===== src/rtl/core/rsrb_pkg.sv =====
// ----------------------------------------------------------------------------
// RTP reorder buffer package
// Shared types, sizes and codes of the RTP sequence reorder buffer.
// ----------------------------------------------------------------------------
`default_nettype none

package rsrb_pkg;

  // Buffer geometry. SLOTS is a power of two so slot indexes wrap by width.
  localparam int SLOTS = 32;
  localparam int IDX_W = $clog2(SLOTS);
  localparam int CNT_W = IDX_W + 1;

  // Field widths.
  localparam int SEQ_W = 16;
  localparam int LEN_W = 14;
  localparam int REF_W = 12;

  // Reorder window and the depth behind the head that still counts as old.
  localparam int WINDOW     = 32;
  localparam int OLD_FACTOR = 3;
  localparam int OLD_SPAN   = OLD_FACTOR * WINDOW;

  localparam logic signed [SEQ_W:0] OFF_WINDOW = (SEQ_W + 1)'(WINDOW);
  localparam logic signed [SEQ_W:0] OFF_OLD    = (SEQ_W + 1)'(-OLD_SPAN);

  // Start value of the minimum search: above every sequence number.
  localparam logic [SEQ_W:0] MIN_INIT = {1'b1, {SEQ_W{1'b0}}};

  typedef enum logic {
    OP_ARRIVE = 1'b0,
    OP_DRAIN  = 1'b1
  } op_e;

  typedef enum logic [3:0] {
    EV_DIRECT   = 4'd0,
    EV_STORED   = 4'd1,
    EV_NULL     = 4'd2,
    EV_STRAY    = 4'd3,
    EV_OLD      = 4'd4,
    EV_OVERRUN  = 4'd5,
    EV_UNDERRUN = 4'd6,
    EV_DRAINED  = 4'd7,
    EV_EMPTY    = 4'd8
  } event_e;

  typedef enum logic [2:0] {
    ST_IDLE,
    ST_ARR_EVAL,
    ST_ARR_SCAN,
    ST_DRN_SCAN,
    ST_DRN_SEL,
    ST_DRN_EVAL,
    ST_DONE
  } state_e;

  typedef struct packed {
    op_e              operation;
    logic [SEQ_W-1:0] seq_number;
    logic [LEN_W-1:0] payload_length;
    logic [REF_W-1:0] payload_ref;
  } in_t;

  typedef struct packed {
    event_e           event_res;
    logic [REF_W-1:0] payload_ref_out;
    logic [LEN_W-1:0] delivered_length;
    logic [SEQ_W-1:0] delivered_seq;
    logic [SEQ_W-1:0] lost_count;
    logic             head_ready;
  } out_t;

endpackage

`default_nettype wire


===== src/rtl/core/rtp_sequence_reorder_buffer.sv =====
// ----------------------------------------------------------------------------
// RTP sequence reorder buffer
// Circular buffer of slots that puts RTP packets back in sequence order.
// ----------------------------------------------------------------------------
// Usage:
// A request on the input channel (in_valid_i, in_stall_o, in_i) is either a
// packet arrival or a drain. Every request yields exactly one result on the
// output channel (out_valid_o, out_stall_i, out_o).
// The block works on one request at a time and holds in_stall_o high while
// busy. One set of slot memories with a single read port is walked by a
// small sequencer, one slot per cycle. The steps per request are:
//   arrival not behind the head, or null: evaluate, then hand over the result
//   arrival behind the head: evaluate, stray search over all slots, hand over
//   drain: minimum search over all slots, select, evaluate, hand over
// The next request is taken in the cycle after the result is handed over.
// The finished result sits in an output register, so a new request is taken
// while the receiver stalls; the next result then waits until the register
// is free. Reset empties every slot, puts the head at slot zero and arms the
// first-packet rule; no clearing pass is needed.
// ----------------------------------------------------------------------------
`default_nettype none

module rtp_sequence_reorder_buffer (
  input  wire logic           clk_i,
  input  wire logic           rst_ni,
  input  wire logic           in_valid_i,
  output logic                in_stall_o,
  input  wire rsrb_pkg::in_t  in_i,
  output logic                out_valid_o,
  input  wire logic           out_stall_i,
  output rsrb_pkg::out_t      out_o
);

  // Sequencer state.
  rsrb_pkg::state_e state_q, state_d;

  // Request and result registers.
  rsrb_pkg::in_t  item_q, item_d;
  rsrb_pkg::out_t res_q, res_d;
  rsrb_pkg::out_t out_q, out_d;
  logic           out_valid_q, out_valid_d;

  // Buffer control state.
  logic [rsrb_pkg::IDX_W-1:0] head_q, head_d;
  logic [rsrb_pkg::SEQ_W-1:0] exp_q, exp_d;
  logic                       first_q, first_d;
  logic [rsrb_pkg::SLOTS-1:0] occ_q, occ_d;
  logic [rsrb_pkg::SLOTS-1:0] sv_q, sv_d;

  // Search state.
  logic [rsrb_pkg::CNT_W-1:0] cnt_q, cnt_d;
  logic                       found_q, found_d;
  logic                       old_q, old_d;
  logic [rsrb_pkg::SEQ_W:0]   min_seq_q, min_seq_d;
  logic [rsrb_pkg::IDX_W-1:0] min_idx_q, min_idx_d;

  // Slot memories and their read and write ports.
  logic [rsrb_pkg::SEQ_W-1:0] seq_mem [rsrb_pkg::SLOTS];
  logic [rsrb_pkg::LEN_W-1:0] len_mem [rsrb_pkg::SLOTS];
  logic [rsrb_pkg::REF_W-1:0] ref_mem [rsrb_pkg::SLOTS];
  logic [rsrb_pkg::IDX_W-1:0] rd_addr;
  logic [rsrb_pkg::IDX_W-1:0] wr_addr;
  logic                       seq_we;
  logic                       pay_we;
  logic [rsrb_pkg::SEQ_W-1:0] seq_wd;
  logic [rsrb_pkg::SEQ_W-1:0] rd_seq_raw_q;
  logic [rsrb_pkg::LEN_W-1:0] rd_len_q;
  logic [rsrb_pkg::REF_W-1:0] rd_ref_q;
  logic                       rd_sv_q;
  logic                       rd_occ_q;

  // Decoded values.
  logic [rsrb_pkg::SEQ_W-1:0] rd_seq;
  logic signed [rsrb_pkg::SEQ_W:0] off;
  logic                       len_zero;
  logic                       off_zero;
  logic                       off_over;
  logic                       off_neg;
  logic                       cnt_last;
  logic [rsrb_pkg::IDX_W-1:0] adv_idx;
  logic [rsrb_pkg::IDX_W-1:0] store_idx;
  logic [rsrb_pkg::IDX_W-1:0] prev_idx;
  logic [rsrb_pkg::SEQ_W-1:0] seq_inc;
  logic [rsrb_pkg::SEQ_W-1:0] hseq_inc;
  logic                       scan_hit;
  logic                       scan_better;
  logic                       out_free;
  logic                       deliver;

  // Handshake outputs.
  assign in_stall_o  = (state_q != rsrb_pkg::ST_IDLE);
  assign out_valid_o = out_valid_q;
  assign out_o       = out_q;
  assign out_free    = !out_valid_q || !out_stall_i;

  // A slot whose sequence was never written reads as zero.
  assign rd_seq = rd_sv_q ? rd_seq_raw_q : '0;

  // Offset of the arrival from the head sequence, a plain signed difference.
  assign off = $signed({1'b0, item_q.seq_number}) - $signed({1'b0, rd_seq});

  assign len_zero  = (item_q.payload_length == '0);
  assign off_zero  = (off == '0);
  assign off_over  = (off > rsrb_pkg::OFF_WINDOW);
  assign off_neg   = off[rsrb_pkg::SEQ_W];
  assign cnt_last  = (cnt_q == rsrb_pkg::CNT_W'(rsrb_pkg::SLOTS));
  assign adv_idx   = head_q + rsrb_pkg::IDX_W'(1);
  assign store_idx = head_q + off[rsrb_pkg::IDX_W-1:0];
  assign prev_idx  = rsrb_pkg::IDX_W'(cnt_q - rsrb_pkg::CNT_W'(1));
  assign seq_inc   = item_q.seq_number + rsrb_pkg::SEQ_W'(1);
  assign hseq_inc  = rd_seq + rsrb_pkg::SEQ_W'(1);

  // Search compares use the slot read in the previous cycle.
  assign scan_hit    = (cnt_q != '0) && (rd_seq == item_q.seq_number);
  assign scan_better = (cnt_q != '0) && rd_occ_q && ({1'b0, rd_seq} < min_seq_q);

  // Next state.
  always_comb begin
    state_d = state_q;
    case (state_q)
      rsrb_pkg::ST_IDLE: begin
        if (in_valid_i) begin
          state_d = (in_i.operation == rsrb_pkg::OP_DRAIN) ? rsrb_pkg::ST_DRN_SCAN
                                                           : rsrb_pkg::ST_ARR_EVAL;
        end
      end
      rsrb_pkg::ST_ARR_EVAL: begin
        if (!len_zero && !off_zero && !first_q && !off_over && off_neg) begin
          state_d = rsrb_pkg::ST_ARR_SCAN;
        end else begin
          state_d = rsrb_pkg::ST_DONE;
        end
      end
      rsrb_pkg::ST_ARR_SCAN: begin
        if (cnt_last) begin
          state_d = rsrb_pkg::ST_DONE;
        end
      end
      rsrb_pkg::ST_DRN_SCAN: begin
        if (cnt_last) begin
          state_d = rsrb_pkg::ST_DRN_SEL;
        end
      end
      rsrb_pkg::ST_DRN_SEL:  state_d = rsrb_pkg::ST_DRN_EVAL;
      rsrb_pkg::ST_DRN_EVAL: state_d = rsrb_pkg::ST_DONE;
      rsrb_pkg::ST_DONE: begin
        if (out_free) begin
          state_d = rsrb_pkg::ST_IDLE;
        end
      end
      default: state_d = rsrb_pkg::ST_IDLE;
    endcase
  end

  // Datapath and memory port control for each sequencer state.
  always_comb begin
    item_d      = item_q;
    res_d       = res_q;
    out_d       = out_q;
    out_valid_d = out_valid_q && out_stall_i;
    head_d      = head_q;
    exp_d       = exp_q;
    first_d     = first_q;
    occ_d       = occ_q;
    sv_d        = sv_q;
    cnt_d       = cnt_q;
    found_d     = found_q;
    old_d       = old_q;
    min_seq_d   = min_seq_q;
    min_idx_d   = min_idx_q;
    rd_addr     = head_q;
    wr_addr     = head_q;
    seq_we      = 1'b0;
    pay_we      = 1'b0;
    seq_wd      = seq_inc;
    deliver     = 1'b0;

    case (state_q)
      rsrb_pkg::ST_IDLE: begin
        // The head slot is read at the edge that takes the request.
        if (in_valid_i) begin
          item_d    = in_i;
          cnt_d     = '0;
          found_d   = 1'b0;
          min_seq_d = rsrb_pkg::MIN_INIT;
          min_idx_d = '0;
        end
      end

      rsrb_pkg::ST_ARR_EVAL: begin
        res_d = '0;
        old_d = (off > rsrb_pkg::OFF_OLD);
        if (len_zero) begin
          res_d.event_res = rsrb_pkg::EV_NULL;
        end else if (off_zero || first_q) begin
          // In sequence, or the first packet: step the head and expect the next sequence there.
          first_d         = 1'b0;
          head_d          = adv_idx;
          wr_addr         = adv_idx;
          seq_we          = 1'b1;
          sv_d[adv_idx]   = 1'b1;
          exp_d           = seq_inc;
          res_d.event_res = rsrb_pkg::EV_DIRECT;
          deliver         = 1'b1;
        end else if (off_over) begin
          // Too far ahead: empty the buffer and restart after this packet.
          occ_d           = '0;
          head_d          = '0;
          wr_addr         = '0;
          seq_we          = 1'b1;
          sv_d[0]         = 1'b1;
          exp_d           = seq_inc;
          res_d.event_res = rsrb_pkg::EV_OVERRUN;
          deliver         = 1'b1;
        end else if (!off_neg) begin
          // Ahead inside the window: park the packet in its slot.
          wr_addr         = store_idx;
          seq_we          = 1'b1;
          pay_we          = 1'b1;
          seq_wd          = item_q.seq_number;
          sv_d[store_idx] = 1'b1;
          occ_d[store_idx] = 1'b1;
          res_d.event_res = rsrb_pkg::EV_STORED;
        end
      end

      rsrb_pkg::ST_ARR_SCAN: begin
        // Look for the sequence in every slot, occupied or not.
        rd_addr = cnt_q[rsrb_pkg::IDX_W-1:0];
        if (!cnt_last) begin
          cnt_d = cnt_q + rsrb_pkg::CNT_W'(1);
        end
        if (scan_hit) begin
          found_d = 1'b1;
        end
        if (cnt_last) begin
          res_d = '0;
          if (found_q || scan_hit) begin
            res_d.event_res = rsrb_pkg::EV_STRAY;
          end else if (old_q) begin
            res_d.event_res = rsrb_pkg::EV_OLD;
          end else begin
            occ_d           = '0;
            head_d          = '0;
            wr_addr         = '0;
            seq_we          = 1'b1;
            sv_d[0]         = 1'b1;
            exp_d           = seq_inc;
            res_d.event_res = rsrb_pkg::EV_UNDERRUN;
            deliver         = 1'b1;
          end
        end
      end

      rsrb_pkg::ST_DRN_SCAN: begin
        // Track the occupied slot with the lowest sequence, first on a tie.
        rd_addr = cnt_q[rsrb_pkg::IDX_W-1:0];
        if (!cnt_last) begin
          cnt_d = cnt_q + rsrb_pkg::CNT_W'(1);
        end
        if (scan_better) begin
          min_seq_d = {1'b0, rd_seq};
          min_idx_d = prev_idx;
        end
      end

      rsrb_pkg::ST_DRN_SEL: begin
        // Move the head to the winner, if any slot was occupied.
        if (!min_seq_q[rsrb_pkg::SEQ_W]) begin
          head_d  = min_idx_q;
          rd_addr = min_idx_q;
        end
      end

      rsrb_pkg::ST_DRN_EVAL: begin
        res_d = '0;
        if (rd_occ_q) begin
          res_d.event_res        = rsrb_pkg::EV_DRAINED;
          res_d.payload_ref_out  = rd_ref_q;
          res_d.delivered_length = rd_len_q;
          res_d.delivered_seq    = rd_seq;
          if (rd_seq > exp_q) begin
            res_d.lost_count = rd_seq - exp_q;
          end
        end else begin
          res_d.event_res = rsrb_pkg::EV_EMPTY;
        end
        occ_d[head_q] = 1'b0;
        head_d        = adv_idx;
        wr_addr       = adv_idx;
        seq_we        = 1'b1;
        seq_wd        = hseq_inc;
        sv_d[adv_idx] = 1'b1;
        exp_d         = hseq_inc;
      end

      rsrb_pkg::ST_DONE: begin
        // Hand the result over once the output register is free.
        if (out_free) begin
          out_d            = res_q;
          out_d.head_ready = occ_q[head_q];
          out_valid_d      = 1'b1;
        end
      end

      default: ;
    endcase

    // Delivered arrivals pass their own fields through.
    if (deliver) begin
      res_d.payload_ref_out  = item_q.payload_ref;
      res_d.delivered_length = item_q.payload_length;
      res_d.delivered_seq    = item_q.seq_number;
    end
  end

  // Slot memories: one write and one registered read per cycle.
  always_ff @(posedge clk_i) begin
    if (seq_we) begin
      seq_mem[wr_addr] <= seq_wd;
    end
    if (pay_we) begin
      len_mem[wr_addr] <= item_q.payload_length;
      ref_mem[wr_addr] <= item_q.payload_ref;
    end
    rd_seq_raw_q <= seq_mem[rd_addr];
    rd_len_q     <= len_mem[rd_addr];
    rd_ref_q     <= ref_mem[rd_addr];
  end

  // Control registers.
  always_ff @(posedge clk_i or negedge rst_ni) begin
    if (!rst_ni) begin
      state_q     <= rsrb_pkg::ST_IDLE;
      out_valid_q <= 1'b0;
      head_q      <= '0;
      exp_q       <= '0;
      first_q     <= 1'b1;
      occ_q       <= '0;
      sv_q        <= '0;
      cnt_q       <= '0;
      found_q     <= 1'b0;
      old_q       <= 1'b0;
      min_seq_q   <= rsrb_pkg::MIN_INIT;
      min_idx_q   <= '0;
      rd_sv_q     <= 1'b0;
      rd_occ_q    <= 1'b0;
    end else begin
      state_q     <= state_d;
      out_valid_q <= out_valid_d;
      head_q      <= head_d;
      exp_q       <= exp_d;
      first_q     <= first_d;
      occ_q       <= occ_d;
      sv_q        <= sv_d;
      cnt_q       <= cnt_d;
      found_q     <= found_d;
      old_q       <= old_d;
      min_seq_q   <= min_seq_d;
      min_idx_q   <= min_idx_d;
      rd_sv_q     <= sv_q[rd_addr];
      rd_occ_q    <= occ_q[rd_addr];
    end
  end

  // Payload registers.
  always_ff @(posedge clk_i) begin
    item_q <= item_d;
    res_q  <= res_d;
    out_q  <= out_d;
  end

`ifndef SYNTH
  // An occupied slot always has a written sequence number.
  a_occ_has_seq: assert property (@(posedge clk_i) disable iff (!rst_ni)
    (occ_q & ~sv_q) == '0)
    else $error("occupied slot without a written sequence");

  // A stored packet marks its slot occupied.
  a_store_marks: assert property (@(posedge clk_i) disable iff (!rst_ni)
    pay_we |=> occ_q[$past(wr_addr)])
    else $error("stored packet left its slot empty");

  // The search counter never runs past SLOTS.
  a_cnt_range: assert property (@(posedge clk_i) disable iff (!rst_ni)
    cnt_q <= rsrb_pkg::CNT_W'(rsrb_pkg::SLOTS))
    else $error("search counter out of range");

  // A taken request makes the sequencer busy.
  a_accept_busy: assert property (@(posedge clk_i) disable iff (!rst_ni)
    (in_valid_i && !in_stall_o) |=> (state_q != rsrb_pkg::ST_IDLE))
    else $error("request taken without leaving idle");
`endif

endmodule

`default_nettype wire

===== config.mk =====
export PLATFORM = sky130hd
export DESIGN_NAME = rtp_sequence_reorder_buffer
export DESIGN_NICKNAME = d
export VERILOG_FILES = /design/src/rtl/core/rsrb_pkg.sv /design/src/rtl/core/rtp_sequence_reorder_buffer.sv
export SDC_FILE = /design/constraint.sdc
export NUM_CORES = 2
export LEC_CHECK = 0
export ABC_AREA = 1
export BUFFER_PORTS_ARGS = -buffer_cell sky130_fd_sc_hd__buf_2
export CAP_MARGIN = 25
export CORE_MARGIN = 3
export CORE_UTILIZATION = 50
export CTS_BUF_LIST = sky130_fd_sc_hd__clkbuf_4
export CTS_CLUSTER_DIAMETER = 60
export CTS_CLUSTER_SIZE = 8
export DETAILED_ROUTE_END_ITERATION = 10
export PLACE_DENSITY = 0.74
export SLEW_MARGIN = 20
export SYNTH_ARGS = -nofsm -noshare
export SYNTH_HDL_FRONTEND = slang
export SYNTH_SLANG_ARGS = --single-unit

===== constraint.sdc =====
create_clock -name clk_i -period 12.91 [get_ports clk_i]
set_input_delay 2.582 -clock clk_i [delete_from_list [all_inputs] [get_ports clk_i]]
set_output_delay 2.582 -clock clk_i [all_outputs]
set_load 0.02 [all_outputs]

After elaboration in Yosys (flattened, before gate mapping)
Memories as Yosys holds them, arrays and structs flattened. A register that Yosys moved wholly into a read port is not among the register bits.
Index checks and enable logic that the tools add are counted.
- flip-flop bits (word level): 289
- bits in writable memories: 1344
- bits of input ports: 47
- output and inout bits: 65
- word-level logic and storage cells: 239
- memories: 3
- add/subtract/negate cells: 8
- magnitude comparators: 11
- equality and inequality tests: 25
- multiplexer cells: 110
- bitwise operators: 6
- reductions and logical operators: 47
- memory list (name ; words ; bits a word ; read ports ; clocked after memory_dff ; wr ports ; line ; RTL):
    seq_mem ; 32 ; 16 ; 1 ; 1 ; 1 ; rtp_sequence_reorder_buffer.sv:58 ; logic [rsrb_pkg::SEQ_W-1:0] seq_mem [rsrb_pkg::SLOTS];
    len_mem ; 32 ; 14 ; 1 ; 1 ; 1 ; rtp_sequence_reorder_buffer.sv:59 ; logic [rsrb_pkg::LEN_W-1:0] len_mem [rsrb_pkg::SLOTS];
    ref_mem ; 32 ; 12 ; 1 ; 1 ; 1 ; rtp_sequence_reorder_buffer.sv:60 ; logic [rsrb_pkg::REF_W-1:0] ref_mem [rsrb_pkg::SLOTS];
- operators with widths (operator ; count):
    $mux W32 ; 10
    $mux W16 ; 12
    $pmux W63 S3 ; 1
    $or A32 B32 Y32 ; 3
    $pmux W32 S3 ; 1
    $mux W5 ; 13
    $mux W63 ; 1
    $pmux W31 S2 ; 1
    $mux W58 ; 1
    $pmux W16 S3 ; 1
    $mux W42 ; 1
    $mux W17 ; 2
    $pmux W17 S2 ; 1
    $mux W1 ; 33
    $add A16 B1 Y16 const B ; 2
    $and A32 B32 Y32 ; 1
    $not A32 Y32 ; 1
    $pmux W16 S2 ; 1
    $mux W31 ; 1
    $lt A5 B6 Y1 const B ; 4
    $mux W3 ; 8
    $ne A2 B2 Y1 const B ; 11
    $pmux W3 S7 ; 1
    $pmux W5 S2 ; 2
    other kinds (45) ; 94

Logic depth before layout (Yosys ltp)
- depth in word-level cells: 13
- depth in mapped cells: 27
- mapped depth without buffers: 25

Worst setup path after synthesis
Ideal clock, no wire load.
- kind: input to register
- from: in out_stall_i
- to: reg out_q (netlist bit out_o[0]), enable pin
- library setup time: 0.484 ns
- data arrival time: 5.334 ns
- required time: 12.426 ns
- path slack: 7.092 ns
- stages on the path: 3
- cells stage by stage: nand2_1 -> inv_1 -> nor2_1
- cells in the longest elaborated chain, start to end: 3
- ends and longest elaborated chain (what ; line ; RTL):
    from (decl) ; rtp_sequence_reorder_buffer.sv:30 ; input wire logic out_stall_i,
    $logic_not A1 Y1 ; rtp_sequence_reorder_buffer.sv:94 ; assign out_free = !out_valid_q || !out_stall_i;
    $logic_or A1 B1 Y1 ; rtp_sequence_reorder_buffer.sv:94 ;
    $reduce_and A2 Y1 (no source line) ; - ;
    to (signal assigned) ; rtp_sequence_reorder_buffer.sv:370 ; out_q <= out_d;
    to (decl) ; rtp_sequence_reorder_buffer.sv:40 ; rsrb_pkg::out_t out_q, out_d;
No other way between the ends.
A chain may end at the register's enable or synchronous reset.

Final worst setup path
- from: reg rd_sv_q
- to: mem ref_mem[3][2] (netlist bit), enable pin
- cells in the longest elaborated chain, start to end: 9
- ends and longest elaborated chain (what ; line ; RTL):
    from (decl) ; rtp_sequence_reorder_buffer.sv:69 ; logic rd_sv_q;
    from (signal assigned) ; rtp_sequence_reorder_buffer.sv:361 ; rd_sv_q <= sv_q[rd_addr];
    $mux W16 * ; rtp_sequence_reorder_buffer.sv:97 ; assign rd_seq = rd_sv_q ? rd_seq_raw_q : '0;
    $sub A16 B16 Y17 ; rtp_sequence_reorder_buffer.sv:100 ; assign off = $signed({1'b0, item_q.seq_number}) - $signed({1'b0, rd_seq});
    $gt A17 B7 Y1 (tied with other cells) ; rtp_sequence_reorder_buffer.sv:104 ; assign off_over = (off > rsrb_pkg::OFF_WINDOW);
    $mux W1 or $logic_or A1 B1 Y1 (tied branches) ; rtp_sequence_reorder_buffer.sv:205, rtp_sequence_reorder_buffer.sv:195 ;
    $mux W1 ; rtp_sequence_reorder_buffer.sv:195 ; end else if (off_zero || first_q) begin
    $mux W1 ; rtp_sequence_reorder_buffer.sv:193 ; if (len_zero) begin
    $mux W1 ; rtp_sequence_reorder_buffer.sv:178 ; case (state_q)
    $mux W1 ; rtp_sequence_reorder_buffer.sv:322 ; if (pay_we) begin
    $mux W1 (implied by the code) ; rtp_sequence_reorder_buffer.sv:324 ; ref_mem[wr_addr] <= item_q.payload_ref;
    to (decl) ; rtp_sequence_reorder_buffer.sv:60 ;
Mark *: on every way between the ends. The rest lies on a longest branch, timed or not.

==> run metrics <==
cts-stage hold buffer count 0; Power Density 273 nW/um^2; adder and majority cell fraction of the synthesized area 0.0120; startpoint types flip-flop; period utilisation layout 0.483; library cells used by synthesis 63; Vias/cell 6.05; simple-gate share of the synthesized area 0.0987; global-route wire length before repair 275000 um; CTS tree yes; max_slew headroom 0.313; highest clock rate 160 MHz; Syn Nets 5679; port bufs 111; Filler cells 11399; CP max FO 40; Mapped Avg Cell Area 12.7 sq um; Die Wd 382 um; Critical Path AT 7.15 ns; vias in the first global route 44997; HPWL after DPL 104000 um; fin. max-slew vios 0; CTS Buffer Depth 3; clock skew 0.106 ns; Worst Setup Path Type reg2reg; routability-driven placement congestion ratio 0.939; Peak supply drop 0.000417 V; I/O pin count 112; Synth Area in XOR/XNOR 0.00347; count of nets after finishing 5808; Seq/Total Area, Yosys 0.697; post-place setup slack 6.43 ns; fin crit period 6.24 ns; initial antenna violation count 2; first-pass detailed-route iteration total 6; Post-synth EDFFs 1511; initial drt markers 5479; Routed WL 182000 um; proportion of synthesized area in mux cells 0.0416; Post-synth ARST share 0.0728; post-synth top area share 0.642; cell taking the most area after synthesis edfxtp_1; WL/cell 23.5 um; leakage 26.9 nW; synthesized flop and latch total 1675; CTS clk-pin slew, worst paths 0.09 ns; clock sinks 1675; setup TNS 0 ns; initial core utilization 0.505; vias 46672; H-tree Lvls 4; WP data required 13.82 ns; Placeable Area 140000 sq um; Synth-to-Final Area Change 8.33%; largest net degree at the start of global routing 212; final hold vios 0; Synth Flop Type edfxtp_1; RSZ-0062 raised after global routing false; # rows 137; clk root buf clkbuf_4; Worst-Margin Slew 1.03 ns; die height 382 um; final antenna-violating net count 0; area of the mapped netlist 70700 sq um; top post-synthesis cells by area edfxtp_1 (64%), dfrtp_1 (4.2%), mux2i_1 (4.2%), o221ai_1 (3.8%), o21ai_0 (3.8%); All-Layer GR Usage 0.245; status completed; gate count after technology mapping 5566; Hold Crit Class reg2reg; clock network latency to the later pin of the worst-skew pair 1.35 ns; Setup crit end kind flip-flop; Setup-failing EPs final 0; layout cells sized above 1 0.127; max-cap viol count 0; DRC Markers 0; post-CTS setup buffer count 0; remaining global-route overflow 0; slack of the critical path 6.67 ns; largest family of logic cells by synthesized area compound AO/OA/AOI/OAI gates; YS warnings 0; post-synthesis compound-gate area fraction 0.112; die area 146000 sq um; CTS Buf Count 233; post_cts resized 0
## sequential cells by signal, summed over array words and instances, names as in the netlist, 3 cells and up
signal	flops
rd_seq_raw_q	16
min_seq_q	17
rd_len_q	14
sv_q	32
state_q	3
seq_mem	512
head_q	5
exp_q	16
ref_mem	384
len_mem	448
occ_q	32
min_idx_q	5
rd_ref_q	12
item_q	42
cnt_q	6
out_o	63
res_q	62
## worst max-delay path: stages (launching register included)
cell and delay (ns):
dfrtp_1 0.64, nand2_1 0.30, inv_1 0.12, ha_1 0.22, fa_1 0.44, inv_1 0.10
nand3_1 0.10, nand2_2 0.12, nand2_1 0.07, nand2_1 0.09, nand2_1 0.05, nand2_1 0.10
nand3_2 0.08, nor2_2 0.18, nand3_1 0.11, ha_1 0.31, nand2_2 0.63, nand3_1 0.18
nand2_1 0.11, nand2_1 0.08, nand3_2 0.12, nand2_1 0.47, inv_1 0.28, nand3_1 0.17
nor2_4 0.79
## Yosys cell counts, types with 66 or more instances
cell type / instances
inv_1: 271
a31oi_1: 66
mux2i_1: 294
edfxtp_1: 1511
nand2_1: 601
clkbuf_1: 246
o21ai_0: 533
buf_2: 76
o221ai_1: 309
nand3_1: 237
nor2_1: 671
a21oi_1: 113
dfrtp_1: 120
## where the power goes
part           leakage, nW  total (mW)  internal, mW  switching, mW
combinational         9.73        10.3          2.97           7.31
clock                 1.67        3.01          1.23           1.79
sequential            15.5        7.58          7.24          0.339
total                 26.9        20.9          11.4           9.43
## cells by family (layout without fill, tap and decap cells)
kind of cell | after synthesis | count (layout)
adders and majority gates | 66 | 66
xor gates and xnor gates | 28 | 28
AOI/OAI and AO/OA | 1226 | 1226
buffers and inverters | 632 | 895
DFF | 1675 | 1675
and+or+nand+nor | 1645 | 1645
muxes | 294 | 294
other | 0 | 12
## layer usage
| metal | track usage | up-vias | part of all wire |
|---|---|---|---|
| li1 | - | 21024 | - |
| met1 | 0.340 | 22880 | 0.40 |
| met2 | 0.390 | 2389 | 0.47 |
| met3 | 0.0508 | 379 | 0.098 |
| met4 | 0.0827 | 0 | 0.030 |
| met5 | 0 | - | 0 |
## per-stage QoR
stage / utilization / hold WS, ns / power (mW) / cell area, sq um / instances
finish: 0.547 / 0.426 / 20.9 / 76600 / 7717
global route: 0.547 / 0.426 / 22.2 / 76600 / 7715
CTS: 0.545 / 0.425 / 20.8 / 76300 / 7692
detailed placement: 0.526 / 0.405 / 17.8 / 73500 / 7323
global placement: 0.525 / 0.401 / 17.5 / 73400 / 7318
floorplan: - / 0.400 / 14.7 / 70700 / 5566
## placed cells by master, fill, tap and decap left out, types with 11 or more instances in the layout
| cell | instances |
|---|---|
| edfxtp_1 | 1511 |
| nor2_1 | 650 |
| nand2_1 | 599 |
| o21ai_0 | 533 |
| clkbuf_4 | 344 |
| o221ai_1 | 309 |
| mux2i_1 | 294 |
| inv_1 | 269 |
| nand3_1 | 233 |
| dfrtp_1 | 120 |
| a21oi_1 | 112 |
| buf_2 | 110 |
| buf_4 | 109 |
| a31oi_1 | 66 |
| ha_1 | 63 |
| o211ai_1 | 56 |
| o32ai_1 | 42 |
| dfxtp_1 | 42 |
| nor3_2 | 31 |
| o21bai_1 | 27 |
| nor3_1 | 24 |
| nor2_4 | 19 |
| o22ai_1 | 19 |
| o21ai_1 | 18 |
| xor2_1 | 17 |
| nand4_1 | 15 |
| nand2_2 | 14 |
| nand3_2 | 14 |
| diode_2 | 12 |
| a32oi_1 | 12 |
| xnor2_1 | 11 |
## final cells by class
type	instances	area [sq um]	share of cell area
clock inverters	25	191	0.00250
repair buffers	242	1760	0.0230
well taps	1876	2350	0.0307
flip-flops and latches	1675	49300	0.643
diodes	12	30.0	0.000392
clock buffers	344	2580	0.0337
multi-input cells	3259	19300	0.252
inverters	284	1090	0.0142
## worst paths after layout
path / from / to / slack, ns / cells past startpoint
max in group asynchronous: rst_ni / occ_q[6] / 10.16 / 2
worst min register to register: res_q[60] / out_o[60] / 0.43 / 0
min in group asynchronous: rst_ni / occ_q[18] / 1.39 / 1
worst max-delay path: rd_sv_q / ref_mem[3][2] / 6.67 / 24
worst max register to register: rd_sv_q / ref_mem[3][2] / 6.67 / 24
worst min-delay path: res_q[60] / out_o[60] / 0.43 / 0
Power figures use the tool's default switching activity.
